**src/rtl/lif_pkg.sv**
```systemverilog
package lif_pkg;

  // Neurons that can send to this one; one weight each.
  localparam int NEURONS = 64;
  localparam int ADDR_W  = $clog2(NEURONS);
  localparam int IDX_W   = 6;
  localparam int CFG_W   = 16;
  localparam int Q_W     = 16;

  typedef logic [1:0]            func_t;
  typedef logic [2:0]            cfg_idx_t;
  typedef logic signed [Q_W-1:0] q88_t;

  localparam func_t FUNC_TICK  = 2'd0;
  localparam func_t FUNC_SPIKE = 2'd1;
  localparam func_t FUNC_STIM  = 2'd2;
  localparam func_t FUNC_WRITE = 2'd3;

  localparam cfg_idx_t REG_REFRACTORY = 3'd0;
  localparam cfg_idx_t REG_RESISTANCE = 3'd1;
  localparam cfg_idx_t REG_TAU_RECIP  = 3'd2;
  localparam cfg_idx_t REG_THRESHOLD  = 3'd3;
  localparam cfg_idx_t REG_SPIKE_STEP = 3'd4;
  localparam cfg_idx_t REG_INPUT_MODE = 3'd5;
  localparam cfg_idx_t REG_RUN_LENGTH = 3'd6;

  // Clamp a 28-bit signed value to signed 16 bits.
  function automatic q88_t sat16(input logic signed [27:0] v);
    q88_t r;
    if (v > 28'sd32767) begin
      r = 16'sh7fff;
    end else if (v < -28'sd32768) begin
      r = 16'sh8000;
    end else begin
      r = v[15:0];
    end
    return r;
  endfunction

  function automatic logic [15:0] inc_sat16(input logic [15:0] v);
    logic [15:0] r;
    r = (v == 16'hffff) ? v : v + 16'd1;
    return r;
  endfunction

endpackage

```
**src/rtl/lif_ram.sv**
```systemverilog
module lif_ram #(
  parameter int WIDTH = 16,
  parameter int DEPTH = 64
) (
  input  logic                     clk,
  input  logic                     we,
  input  logic [$clog2(DEPTH)-1:0] waddr,
  input  logic [WIDTH-1:0]         wdata,
  input  logic                     re,
  input  logic [$clog2(DEPTH)-1:0] raddr,
  output logic [WIDTH-1:0]         rdata
);

  logic [WIDTH-1:0] mem [DEPTH];

  always_ff @(posedge clk) begin
    if (we) begin
      mem[waddr] <= wdata;
    end
    if (re) begin
      rdata <= mem[raddr];
    end
  end

endmodule

```
**src/rtl/leaky_integrate_fire_neuron_top.sv**
```systemverilog
// Leaky integrate-and-fire neuron, Q8.8 fixed point. One beat in, one beat out, for every
// item: tick, incoming spike, stimulus or weight write. Items are taken one at a time;
// in_stall is high from acceptance until the result has been registered for the output.
// Past the run end, and for a weight write, an out-of-range spike, or a tick in the
// refractory window or in input mode, the item goes straight to the output register. Else
// a spike reads its weight (registered RAM read) and adds it, a stimulus fires, and a
// leaking tick uses one shared 26 x 17 bit multiplier twice (current x resistance, then
// difference x tau reciprocal), followed by the saturating add and the threshold compare.
// While out_stall holds a result, the next item waits in ST_DONE. The weight store is a
// 64-entry RAM; per-entry valid flops, cleared by reset, make unwritten weights read as
// zero, so no clearing pass is needed. Configuration writes (cfg_we, cfg_index, cfg_wdata)
// take effect at once and are only to be made while the block is idle.
module leaky_integrate_fire_neuron_top (
  input  logic                        clk,
  input  logic                        rst_n,
  input  logic                        cfg_we,
  input  lif_pkg::cfg_idx_t           cfg_index,
  input  logic [lif_pkg::CFG_W-1:0]   cfg_wdata,
  input  logic                        in_valid,
  output logic                        in_stall,
  input  lif_pkg::func_t              in_func,
  input  logic [lif_pkg::IDX_W-1:0]   in_sender_index,
  input  lif_pkg::q88_t               in_weight_value,
  output logic                        out_valid,
  input  logic                        out_stall,
  output logic                        out_fired,
  output lif_pkg::q88_t               out_potential,
  output logic [15:0]                 out_fire_total,
  output logic [15:0]                 out_spikes_received
);
  import lif_pkg::*;

  // sequencer codes
  localparam logic [2:0] ST_IDLE = 3'd0;
  localparam logic [2:0] ST_SPK  = 3'd1; // weight read back, add to current
  localparam logic [2:0] ST_MUL1 = 3'd2; // drive = I * R
  localparam logic [2:0] ST_MUL2 = 3'd3; // (drive - Vlast) * tau_recip
  localparam logic [2:0] ST_LEAK = 3'd4; // V = sat(Vlast + prod >>> 16)
  localparam logic [2:0] ST_CHK  = 3'd5; // threshold compare
  localparam logic [2:0] ST_FIRE = 3'd6; // V += step, count, stamp time
  localparam logic [2:0] ST_DONE = 3'd7; // load output register

  // configuration
  logic [7:0]  refr_r, res_r;
  logic [15:0] tau_r, run_r;
  q88_t        thr_r, step_r;
  logic        mode_r;

  // neuron state
  logic [2:0]  state_r, state_nxt;
  func_t       func_r, func_nxt;
  logic [ADDR_W-1:0] idx_r, idx_nxt;
  logic [15:0] tick_r, tick_nxt;
  logic [15:0] last_r, last_nxt;
  q88_t        pot_r, pot_nxt;
  q88_t        prev_r, prev_nxt;
  q88_t        sum_r, sum_nxt;
  logic [15:0] fcnt_r, fcnt_nxt;
  logic [15:0] rcnt_r, rcnt_nxt;
  logic        fired_r, fired_nxt;
  logic signed [42:0] prod_r, prod_nxt;
  logic [NEURONS-1:0] wvalid_r, wvalid_nxt;

  // output register
  logic        out_valid_r, out_valid_nxt;
  logic        out_fired_r, out_fired_nxt;
  q88_t        out_pot_r, out_pot_nxt;
  logic [15:0] out_fcnt_r, out_fcnt_nxt;
  logic [15:0] out_rcnt_r, out_rcnt_nxt;

  // datapath
  logic               accept;
  logic [15:0]        tick_inc, since;
  logic               in_range;
  logic signed [25:0] mul_a;
  logic signed [16:0] mul_b;
  logic signed [42:0] mul_p;
  logic signed [26:0] leak_q;
  q88_t               leak_v, spk_sum, fire_v, wsel;
  logic [15:0]        ram_rdata;
  logic               ram_we;

  assign in_stall = (state_r != ST_IDLE);
  assign accept   = in_valid && !in_stall;
  assign tick_inc = inc_sat16(tick_r);
  assign since    = tick_inc - last_r;
  assign in_range = 32'(in_sender_index) < 32'(NEURONS);

  // shared multiplier: first pass I*R, second pass (drive - Vlast)*tau
  always_comb begin
    if (state_r == ST_MUL1) begin
      mul_a = {{10{sum_r[15]}}, sum_r};
      mul_b = {9'd0, res_r};
    end else begin
      mul_a = prod_r[25:0] - {{10{prev_r[15]}}, prev_r};
      mul_b = {1'b0, tau_r};
    end
    mul_p = mul_a * mul_b;
  end

  // arithmetic shift of the product floors the quotient by 65536
  assign leak_q  = prod_r[42:16];
  assign leak_v  = sat16({leak_q[26], leak_q} + {{12{prev_r[15]}}, prev_r});
  assign wsel    = wvalid_r[idx_r] ? q88_t'(ram_rdata) : '0;
  assign spk_sum = sat16({{12{sum_r[15]}}, sum_r} + {{12{wsel[15]}}, wsel});
  assign fire_v  = sat16({{12{pot_r[15]}}, pot_r} + {{12{step_r[15]}}, step_r});

  assign ram_we = accept && (in_func == FUNC_WRITE) && (tick_r < run_r) && in_range;

  lif_ram #(
    .WIDTH (Q_W),
    .DEPTH (NEURONS)
  ) u_wram (
    .clk   (clk),
    .we    (ram_we),
    .waddr (in_sender_index[ADDR_W-1:0]),
    .wdata (in_weight_value),
    .re    (accept),
    .raddr (in_sender_index[ADDR_W-1:0]),
    .rdata (ram_rdata)
  );

  always_comb begin
    state_nxt     = state_r;
    func_nxt      = func_r;
    idx_nxt       = idx_r;
    tick_nxt      = tick_r;
    last_nxt      = last_r;
    pot_nxt       = pot_r;
    prev_nxt      = prev_r;
    sum_nxt       = sum_r;
    fcnt_nxt      = fcnt_r;
    rcnt_nxt      = rcnt_r;
    fired_nxt     = fired_r;
    prod_nxt      = prod_r;
    wvalid_nxt    = wvalid_r;
    out_valid_nxt = out_valid_r && out_stall;
    out_fired_nxt = out_fired_r;
    out_pot_nxt   = out_pot_r;
    out_fcnt_nxt  = out_fcnt_r;
    out_rcnt_nxt  = out_rcnt_r;

    unique case (state_r)
      ST_IDLE: begin
        if (accept) begin
          func_nxt  = in_func;
          idx_nxt   = in_sender_index[ADDR_W-1:0];
          fired_nxt = 1'b0;
          state_nxt = ST_DONE;
          if (in_func == FUNC_TICK) begin
            if (tick_inc < run_r) begin
              tick_nxt = tick_inc;
              if (!mode_r) begin
                if (since > {8'd0, refr_r}) begin
                  state_nxt = ST_MUL1;
                end else begin
                  // refractory: hold at zero
                  pot_nxt  = '0;
                  prev_nxt = '0;
                  sum_nxt  = '0;
                end
              end
            end
          end else if (tick_r < run_r) begin
            unique case (in_func)
              FUNC_SPIKE: begin
                rcnt_nxt = inc_sat16(rcnt_r);
                if (in_range) begin
                  state_nxt = ST_SPK;
                end
              end
              FUNC_STIM: state_nxt = ST_FIRE;
              FUNC_WRITE: begin
                if (in_range) begin
                  wvalid_nxt[in_sender_index[ADDR_W-1:0]] = 1'b1;
                end
              end
              default: state_nxt = ST_DONE;
            endcase
          end
        end
      end
      ST_SPK: begin
        sum_nxt   = spk_sum;
        state_nxt = ST_DONE;
      end
      ST_MUL1: begin
        prod_nxt  = mul_p;
        state_nxt = ST_MUL2;
      end
      ST_MUL2: begin
        prod_nxt  = mul_p;
        state_nxt = ST_LEAK;
      end
      ST_LEAK: begin
        pot_nxt   = leak_v;
        prev_nxt  = leak_v;
        sum_nxt   = '0;
        state_nxt = ST_CHK;
      end
      ST_CHK: begin
        state_nxt = (pot_r >= thr_r) ? ST_FIRE : ST_DONE;
      end
      ST_FIRE: begin
        pot_nxt   = fire_v;
        fcnt_nxt  = inc_sat16(fcnt_r);
        last_nxt  = tick_r;
        fired_nxt = 1'b1;
        // after a tick the leak base follows the fired potential; a stimulus leaves it
        if (func_r == FUNC_TICK) begin
          prev_nxt = fire_v;
        end
        state_nxt = ST_DONE;
      end
      ST_DONE: begin
        if (!out_valid_r || !out_stall) begin
          out_valid_nxt = 1'b1;
          out_fired_nxt = fired_r;
          out_pot_nxt   = pot_r;
          out_fcnt_nxt  = fcnt_r;
          out_rcnt_nxt  = rcnt_r;
          state_nxt     = ST_IDLE;
        end
      end
      default: state_nxt = ST_IDLE;
    endcase
  end

  always_ff @(posedge clk) begin
    if (!rst_n) begin
      refr_r      <= 8'd30;
      res_r       <= 8'd10;
      tau_r       <= 16'd262;
      thr_r       <= 16'sd410;
      step_r      <= 16'sd64;
      mode_r      <= 1'b0;
      run_r       <= 16'hffff;
      state_r     <= ST_IDLE;
      tick_r      <= '0;
      last_r      <= '0;
      pot_r       <= '0;
      prev_r      <= '0;
      sum_r       <= '0;
      fcnt_r      <= '0;
      rcnt_r      <= '0;
      wvalid_r    <= '0;
      out_valid_r <= 1'b0;
    end else begin
      if (cfg_we) begin
        unique case (cfg_index)
          REG_REFRACTORY: refr_r <= cfg_wdata[7:0];
          REG_RESISTANCE: res_r  <= cfg_wdata[7:0];
          REG_TAU_RECIP:  tau_r  <= cfg_wdata;
          REG_THRESHOLD:  thr_r  <= cfg_wdata;
          REG_SPIKE_STEP: step_r <= cfg_wdata;
          REG_INPUT_MODE: mode_r <= cfg_wdata[0];
          REG_RUN_LENGTH: run_r  <= cfg_wdata;
          default: ;
        endcase
      end
      state_r     <= state_nxt;
      tick_r      <= tick_nxt;
      last_r      <= last_nxt;
      pot_r       <= pot_nxt;
      prev_r      <= prev_nxt;
      sum_r       <= sum_nxt;
      fcnt_r      <= fcnt_nxt;
      rcnt_r      <= rcnt_nxt;
      wvalid_r    <= wvalid_nxt;
      out_valid_r <= out_valid_nxt;
    end
  end

  // payload, no reset
  always_ff @(posedge clk) begin
    func_r      <= func_nxt;
    idx_r       <= idx_nxt;
    fired_r     <= fired_nxt;
    prod_r      <= prod_nxt;
    out_fired_r <= out_fired_nxt;
    out_pot_r   <= out_pot_nxt;
    out_fcnt_r  <= out_fcnt_nxt;
    out_rcnt_r  <= out_rcnt_nxt;
  end

  assign out_valid           = out_valid_r;
  assign out_fired           = out_fired_r;
  assign out_potential       = out_pot_r;
  assign out_fire_total      = out_fcnt_r;
  assign out_spikes_received = out_rcnt_r;

endmodule

```
**config.mk**
```make
export PLATFORM = sky130hd
export DESIGN_NAME = leaky_integrate_fire_neuron_top
export DESIGN_NICKNAME = d
export VERILOG_FILES = /design/src/rtl/lif_pkg.sv /design/src/rtl/lif_ram.sv /design/src/rtl/leaky_integrate_fire_neuron_top.sv
export SDC_FILE = /design/constraint.sdc
export NUM_CORES = 2
export LEC_CHECK = 0
export BUFFER_PORTS_ARGS = -buffer_cell sky130_fd_sc_hd__buf_2
export CORE_ASPECT_RATIO = 0.7
export CORE_UTILIZATION = 35
export DETAILED_ROUTE_END_ITERATION = 12
export MAX_ROUTING_LAYER = met4
export PLACE_DENSITY = 0.51
export SETUP_SLACK_MARGIN = 0.5
export SLEW_MARGIN = 25
export SYNTH_ARGS = -nofsm -noshare
export SYNTH_HDL_FRONTEND = slang
export SYNTH_SLANG_ARGS = --single-unit
```
**constraint.sdc**
```tcl
create_clock -name clk -period 12.2 [get_ports clk]
set_clock_uncertainty 0.15 [all_clocks]
set_input_delay 2.44 -clock clk [delete_from_list [all_inputs] [get_ports clk]]
set_output_delay 2.44 -clock clk [all_outputs]
set_load 0.1 [all_outputs]
```
* Word level (Yosys, flattened, before mapping)
Memories as Yosys holds them, arrays and structs flattened. A register that Yosys moved wholly into a read port is not among the register bits. Index checks and enable logic that the tools add are counted.
Storage, ports and cells: memories kept 1, bits in registers 362, input port bits 48, bits in writable memories 1024, logic and storage cells 154
Cells by class: multipliers 1, add/subtract/negate cells 8, bitwise gates (word level) 4, equal/unequal tests 26, reduce and logical (&&, ||, !) cells 37, magnitude comparators 13, multiplexer cells 39
Memories:
- u_wram.mem | depth 64, bits a word 16, read ports 1, clocked after Yosys merged registers in 1, write ports 1, line lif_ram.sv:14 | logic [WIDTH-1:0] mem [DEPTH];
Operators with widths (count):
- $mux W16 | 15
- $pmux W16 S3 | 3
- $or A64 B64 Y64 | 1
- $add A16 B1 Y16 const B | 3
- $eq A16 B16 Y1 const B | 3
- $mul A26 B17 Y43 | 1
- $add A16 B16 Y17 | 2
- $gt A17 B16 Y1 const B | 2
- $lt A17 B16 Y1 const B | 2
- $lt A16 B16 Y1 | 2
- $add A27 B16 Y28 | 1
- $gt A28 B16 Y1 const B | 1
- $lt A28 B16 Y1 const B | 1
- $mux W26 | 1
- $sub A26 B26 Y26 | 1
- $reduce_and A2 Y1 | 12
- $eq A3 B3 Y1 const B | 7
- $mux W3 | 7
- $pmux W3 S7 | 1
- $reduce_and A6 Y1 | 3
- $ge A16 B16 Y1 | 1
- $gt A16 B8 Y1 | 1
- $sub A16 B16 Y16 | 1
- $lt A6 B7 Y1 const B | 2
- 23 further kinds | 54

* Logic depth before layout (Yosys ltp)
depth in word-level cells 10, mapped depth 37

* Hierarchy
A second synthesis with hierarchy kept.
Unflattened totals: cell total of the unflattened synthesis 5871, area, all modules 75528.7 µm²
Modules (own cells, without submodules):
- lif_ram | area each 40138.5 µm², times used 1, seq. area each 31230.0 µm², cells an instance 1820
- leaky_integrate_fire_neuron_top | area each 35390.2 µm², times used 1, seq. area each 8257.9 µm², cells an instance 4051

* Least setup slack after synthesis
OpenSTA, ideal clock, no wires.
kind flip-flop to flip-flop, start point register prev_r[1], end point register prod_r[42], data pin, stages on the path, launching flop included 35, data arrival time 8642 ps, setup time 260 ps, path slack 3148 ps, path buffers 2, data required time 11790 ps, path through dfxtp_1 -> inv_1 -> ha_1 -> a21oi_1 -> o21ai_0 -> o32a_1 -> a211o_1 -> nand3_1 -> nand3_1 -> a221oi_1 -> mux2i_1 -> and2_1 -> clkbuf_1 -> clkbuf_1 -> o21ai_0 -> fa_1 -> inv_1 -> fa_1 -> inv_1 -> fa_1 -> fa_1 -> fa_1 -> inv_1 -> fa_1 -> inv_1 -> ha_1 -> and3_1 -> and2_1 -> nor2b_1 -> nor3_1 -> a21bo_2 -> a31o_2 -> a41oi_1 -> o21bai_1 -> xnor2_1
Between the ends: cells in the longest elaborated chain, start to end 3
RTL lines:
- start, declared | line leaky_integrate_fire_neuron_top.sv:56 | q88_t prev_r, prev_nxt;
- start signal, assigned | line leaky_integrate_fire_neuron_top.sv:265 | prev_r <= prev_nxt;
- $sub A26 B26 Y26 | line leaky_integrate_fire_neuron_top.sv:95 | mul_a = prod_r[25:0] - {{10{prev_r[15]}}, prev_r};
- $mux W26 | line leaky_integrate_fire_neuron_top.sv:91 | if (state_r == ST_MUL1) begin
- $mul A26 B17 Y43 | line leaky_integrate_fire_neuron_top.sv:98 | mul_p = mul_a * mul_b;
- via mul_p[42] | line leaky_integrate_fire_neuron_top.sv:77 | logic signed [42:0] mul_p;
- end signal, assigned | line leaky_integrate_fire_neuron_top.sv:279 | prod_r <= prod_nxt;
- end, declared | line leaky_integrate_fire_neuron_top.sv:61 | logic signed [42:0] prod_r, prod_nxt;
The timed path passes the listed nets, and every way through them passes these cells. A chain may end at the register's enable or synchronous reset.

* Worst setup path in the final report
start point register prod_r[0], end point register prod_r[41], data pin
Between the ends: cells in the longest elaborated chain, start to end 3
RTL lines (line):
- $sub A26 B26 Y26 | leaky_integrate_fire_neuron_top.sv:95
- $mux W26 | leaky_integrate_fire_neuron_top.sv:91
- $mul A26 B17 Y43 | leaky_integrate_fire_neuron_top.sv:98
- via mul_p[41] | leaky_integrate_fire_neuron_top.sv:77
The timed path passes the listed nets, and every way through them passes these cells.

==> reports/results.ini <==
[timing]
finalHoldViolCount = 0
holdWs_ns = 0.285
rsz0062_at_grt = no
tns_ns = 0
maxSlewViolCount = 0
period_minus_slack_ns = 10.54
fmax_mhz = 94.8
setup_viol = 0
period_share_pct = 86.4
maxSlewHeadroom_pct = 20.2
worst_pin_slew_ns = 1.20

[setup_path]
endpoint = prod_r[41]
crit_family = adder cells
crit_slowest_cell = a21oi_1
worst-path-stages = 37
crit_path_max_incr_delay_ns = 0.70
reg2reg_setup_slack_ns = 1.66
worstReg2RegStart = prod_r[0]
crit_top_cell = fa_1
worstReg2RegEnd = prod_r[41]
crit_path_start = prod_r[0]
crit_type = flop to flop
end_kind = flop
path_buf_inv = 6
cp.arrival_ns = 10.90
r2r_cells = 37
cp-start-kind = flop
path_max_fanout = 8
required_ns = 12.56

[clocking]
insertion_delay_ns = 0.82
cts_tree = done
path_clk_slew_ns = 0.06
ctsResizeCount = 0
cts.sink_count = 1402
cts.path.max_buffers = 4
htreeDepth = 4
holdBufCountCts = 0
cts_buffers = 152
post-cts-setup-buffers = 0
clock-root-buffer = clkbuf_16

[grt]
antenna_found_initial = 13
grt_pass1_vias = 47600
grt_pass1_wl_um = 339000
grt-ovfl-total = 0
grt_max_degree = 119
grt_use_total_pct = 22.6

[placement]
io_buffers = 98
dp_hpwl_um = 157000
gp_congestion = 0.935
placedCellCount = 8633

[synthesis]
ys_types = 90
ys_ff_latch = 1402
seq_area_frac_synth_pct = 54.2
syn_area_um2 = 72800
synth_fp_nets = 6643
yosysWarningCount = 0
async_flop_share_pct = 0
ys.flop_type = edfxtp_1
syn_inst = 5924
avgSynthCellArea_um2 = 12.3
synth-edff-count = 1141

[layout]
area_delta_synth_final_pct = 12.5
largestRegisters = u_wram.mem (1024), wvalid_r (64), prod_r (43)
regMostFlops = u_wram.mem
finalNetCount = 6757
fillers = 19600
largest_register_ffs = 1024
final_cells = 8899
drive_above_1_share_pct = 9.69

[worst_hold_path]
hold_path_class = flop to flop

[routing]
routed_wl_um = 232000
vias_per_cell = 5.53
drt_iter0_drc = 5557
drt-met1-wl_um = 118000
wl_met3_um = 22000
wl_met2_um = 89400
wl_per_cell_um = 26.1
ant_nets = 0
routed.top_layer = met4
drcViolationCount = 0
vias = 49200
first_pass_iters = 5

[floorplanning]
start_util_pct = 35.4
rows = 139
die_h_um = 384
core-area_um2 = 206000
die_area_um2 = 210000
pin_count = 99
die_w_um = 547

[flow_run]
drv_cap = 0

[run_status]
outcome = finished, final reports clean

how the worst min path moves through the flow:
stage                     from                      end  slack [ns]  cells past startpoint
detailed placement  rcnt_r[14]  out_spikes_received[14]        0.27                      0
CTS                 rcnt_r[14]  out_spikes_received[14]        0.29                      0
finish              rcnt_r[14]  out_spikes_received[14]        0.28                      0
floorplan              fired_r                out_fired        0.25                      0
global route         rcnt_r[6]   out_spikes_received[6]        0.31                      0
global placement    rcnt_r[14]  out_spikes_received[14]        0.27                      0
through the flow:
step	setup slack (ns)	cell area, um2	util, %
floorplan	3.15	72800	-
global placement	2.10	77100	37.4
detailed placement	1.92	77200	37.5
CTS	1.86	81900	39.8
global route	1.17	81900	39.8
finish	1.66	82000	39.8
area by class of cell:
type | instances | area (um2) | share of cell area, %
Tap cell | 2749 | 3440 | 4.20
Clock inverter | 60 | 512 | 0.624
Inverter | 579 | 2170 | 2.65
Antenna cell | 1 | 2.50 | 0.00305
Sequential cell | 1402 | 39500 | 48.2
Clock buffer | 205 | 4210 | 5.14
Timing Repair Buffer | 234 | 1600 | 1.95
Multi-Input combinational cell | 3669 | 30500 | 37.3
metal layers:
| metal | global-route usage [%] | vias up |
|---|---|---|
| met5 | - | - |
| met4 | 3.53 | 0 |
| met3 | 3.89 | 237 |
| met2 | 28.8 | 2136 |
| met1 | 36.9 | 25200 |
| li1 | - | 21700 |
worst register-to-register path: cells and delay by family, from the launching register on:
kind            cells  cell delay [ns]
mux                 1             0.30
xor+xnor            1             0.14
simple gates        4             0.85
compound gates     16             4.02
flops               1             0.33
fa+ha+maj           9             4.06
buf+inv             6             0.44
placed cells by master, fill, tap and decap left out, types with 85 or more instances in the layout:
cell | Yosys | layout
a22oi_1 | 362 | 362
buf_2 | 12 | 97
ha_1 | 261 | 261
dfxtp_1 | 261 | 261
o21ai_0 | 106 | 105
a221oi_1 | 104 | 104
fa_1 | 410 | 410
clkbuf_16 | 0 | 157
o21a_1 | 101 | 101
a21o_1 | 93 | 93
a21oi_1 | 193 | 189
nor2_1 | 301 | 233
a22o_1 | 85 | 85
nand2_1 | 569 | 568
edfxtp_1 | 1141 | 1141
buf_4 | 0 | 129
a31oi_1 | 97 | 96
xnor2_1 | 106 | 104
inv_1 | 578 | 578
Yosys cell counts, types with 7 or more instances:
cell type | count | area share (%)
a41oi_1 | 23 | 0.28
xor2_1 | 46 | 0.55
nand4_1 | 49 | 0.42
o211ai_1 | 41 | 0.42
a21o_1 | 93 | 0.96
nor2b_1 | 55 | 0.47
nand3b_1 | 11 | 0.11
a2111oi_0 | 8 | 0.096
a211o_1 | 7 | 0.084
xnor2_1 | 106 | 1.3
or2_2 | 7 | 0.060
a22o_1 | 85 | 1.0
o21ai_0 | 106 | 0.73
and3_1 | 38 | 0.33
inv_1 | 578 | 3.0
mux2i_1 | 27 | 0.37
a221oi_1 | 104 | 1.3
nand2_1 | 569 | 2.9
buf_2 | 12 | 0.082
a21boi_1 | 12 | 0.12
buf_1 | 30 | 0.15
a21boi_0 | 81 | 0.83
nand3_1 | 84 | 0.58
a21oi_1 | 193 | 1.3
o21a_1 | 101 | 1.0
dfxtp_1 | 261 | 7.2
a22oi_1 | 362 | 3.7
nand2b_1 | 57 | 0.49
and2_1 | 83 | 0.71
nor2_1 | 301 | 1.6
ha_1 | 261 | 4.5
edfxtp_1 | 1141 | 47
mux4_2 | 21 | 0.65
nor3b_1 | 7 | 0.072
a31oi_1 | 97 | 0.83
a211oi_1 | 16 | 0.16
o21bai_1 | 20 | 0.21
or3_1 | 22 | 0.19
clkbuf_1 | 229 | 1.2
nor3_1 | 45 | 0.31
fa_1 | 410 | 11
nor4_1 | 26 | 0.22
kinds of logic after synthesis:
logic type	count (synthesis)	synth area share, %
buf+inv	853	4.43
flops	1402	54.2
fa+ha+maj	671	15.8
simple gates	1380	8.79
xor+xnor	152	1.83
compound gates	1414	13.9
mux	52	1.08
Power is left out: the tool's default activity adds up to more than one toggle a clock period on the data nets, which glitch-free logic cannot reach.
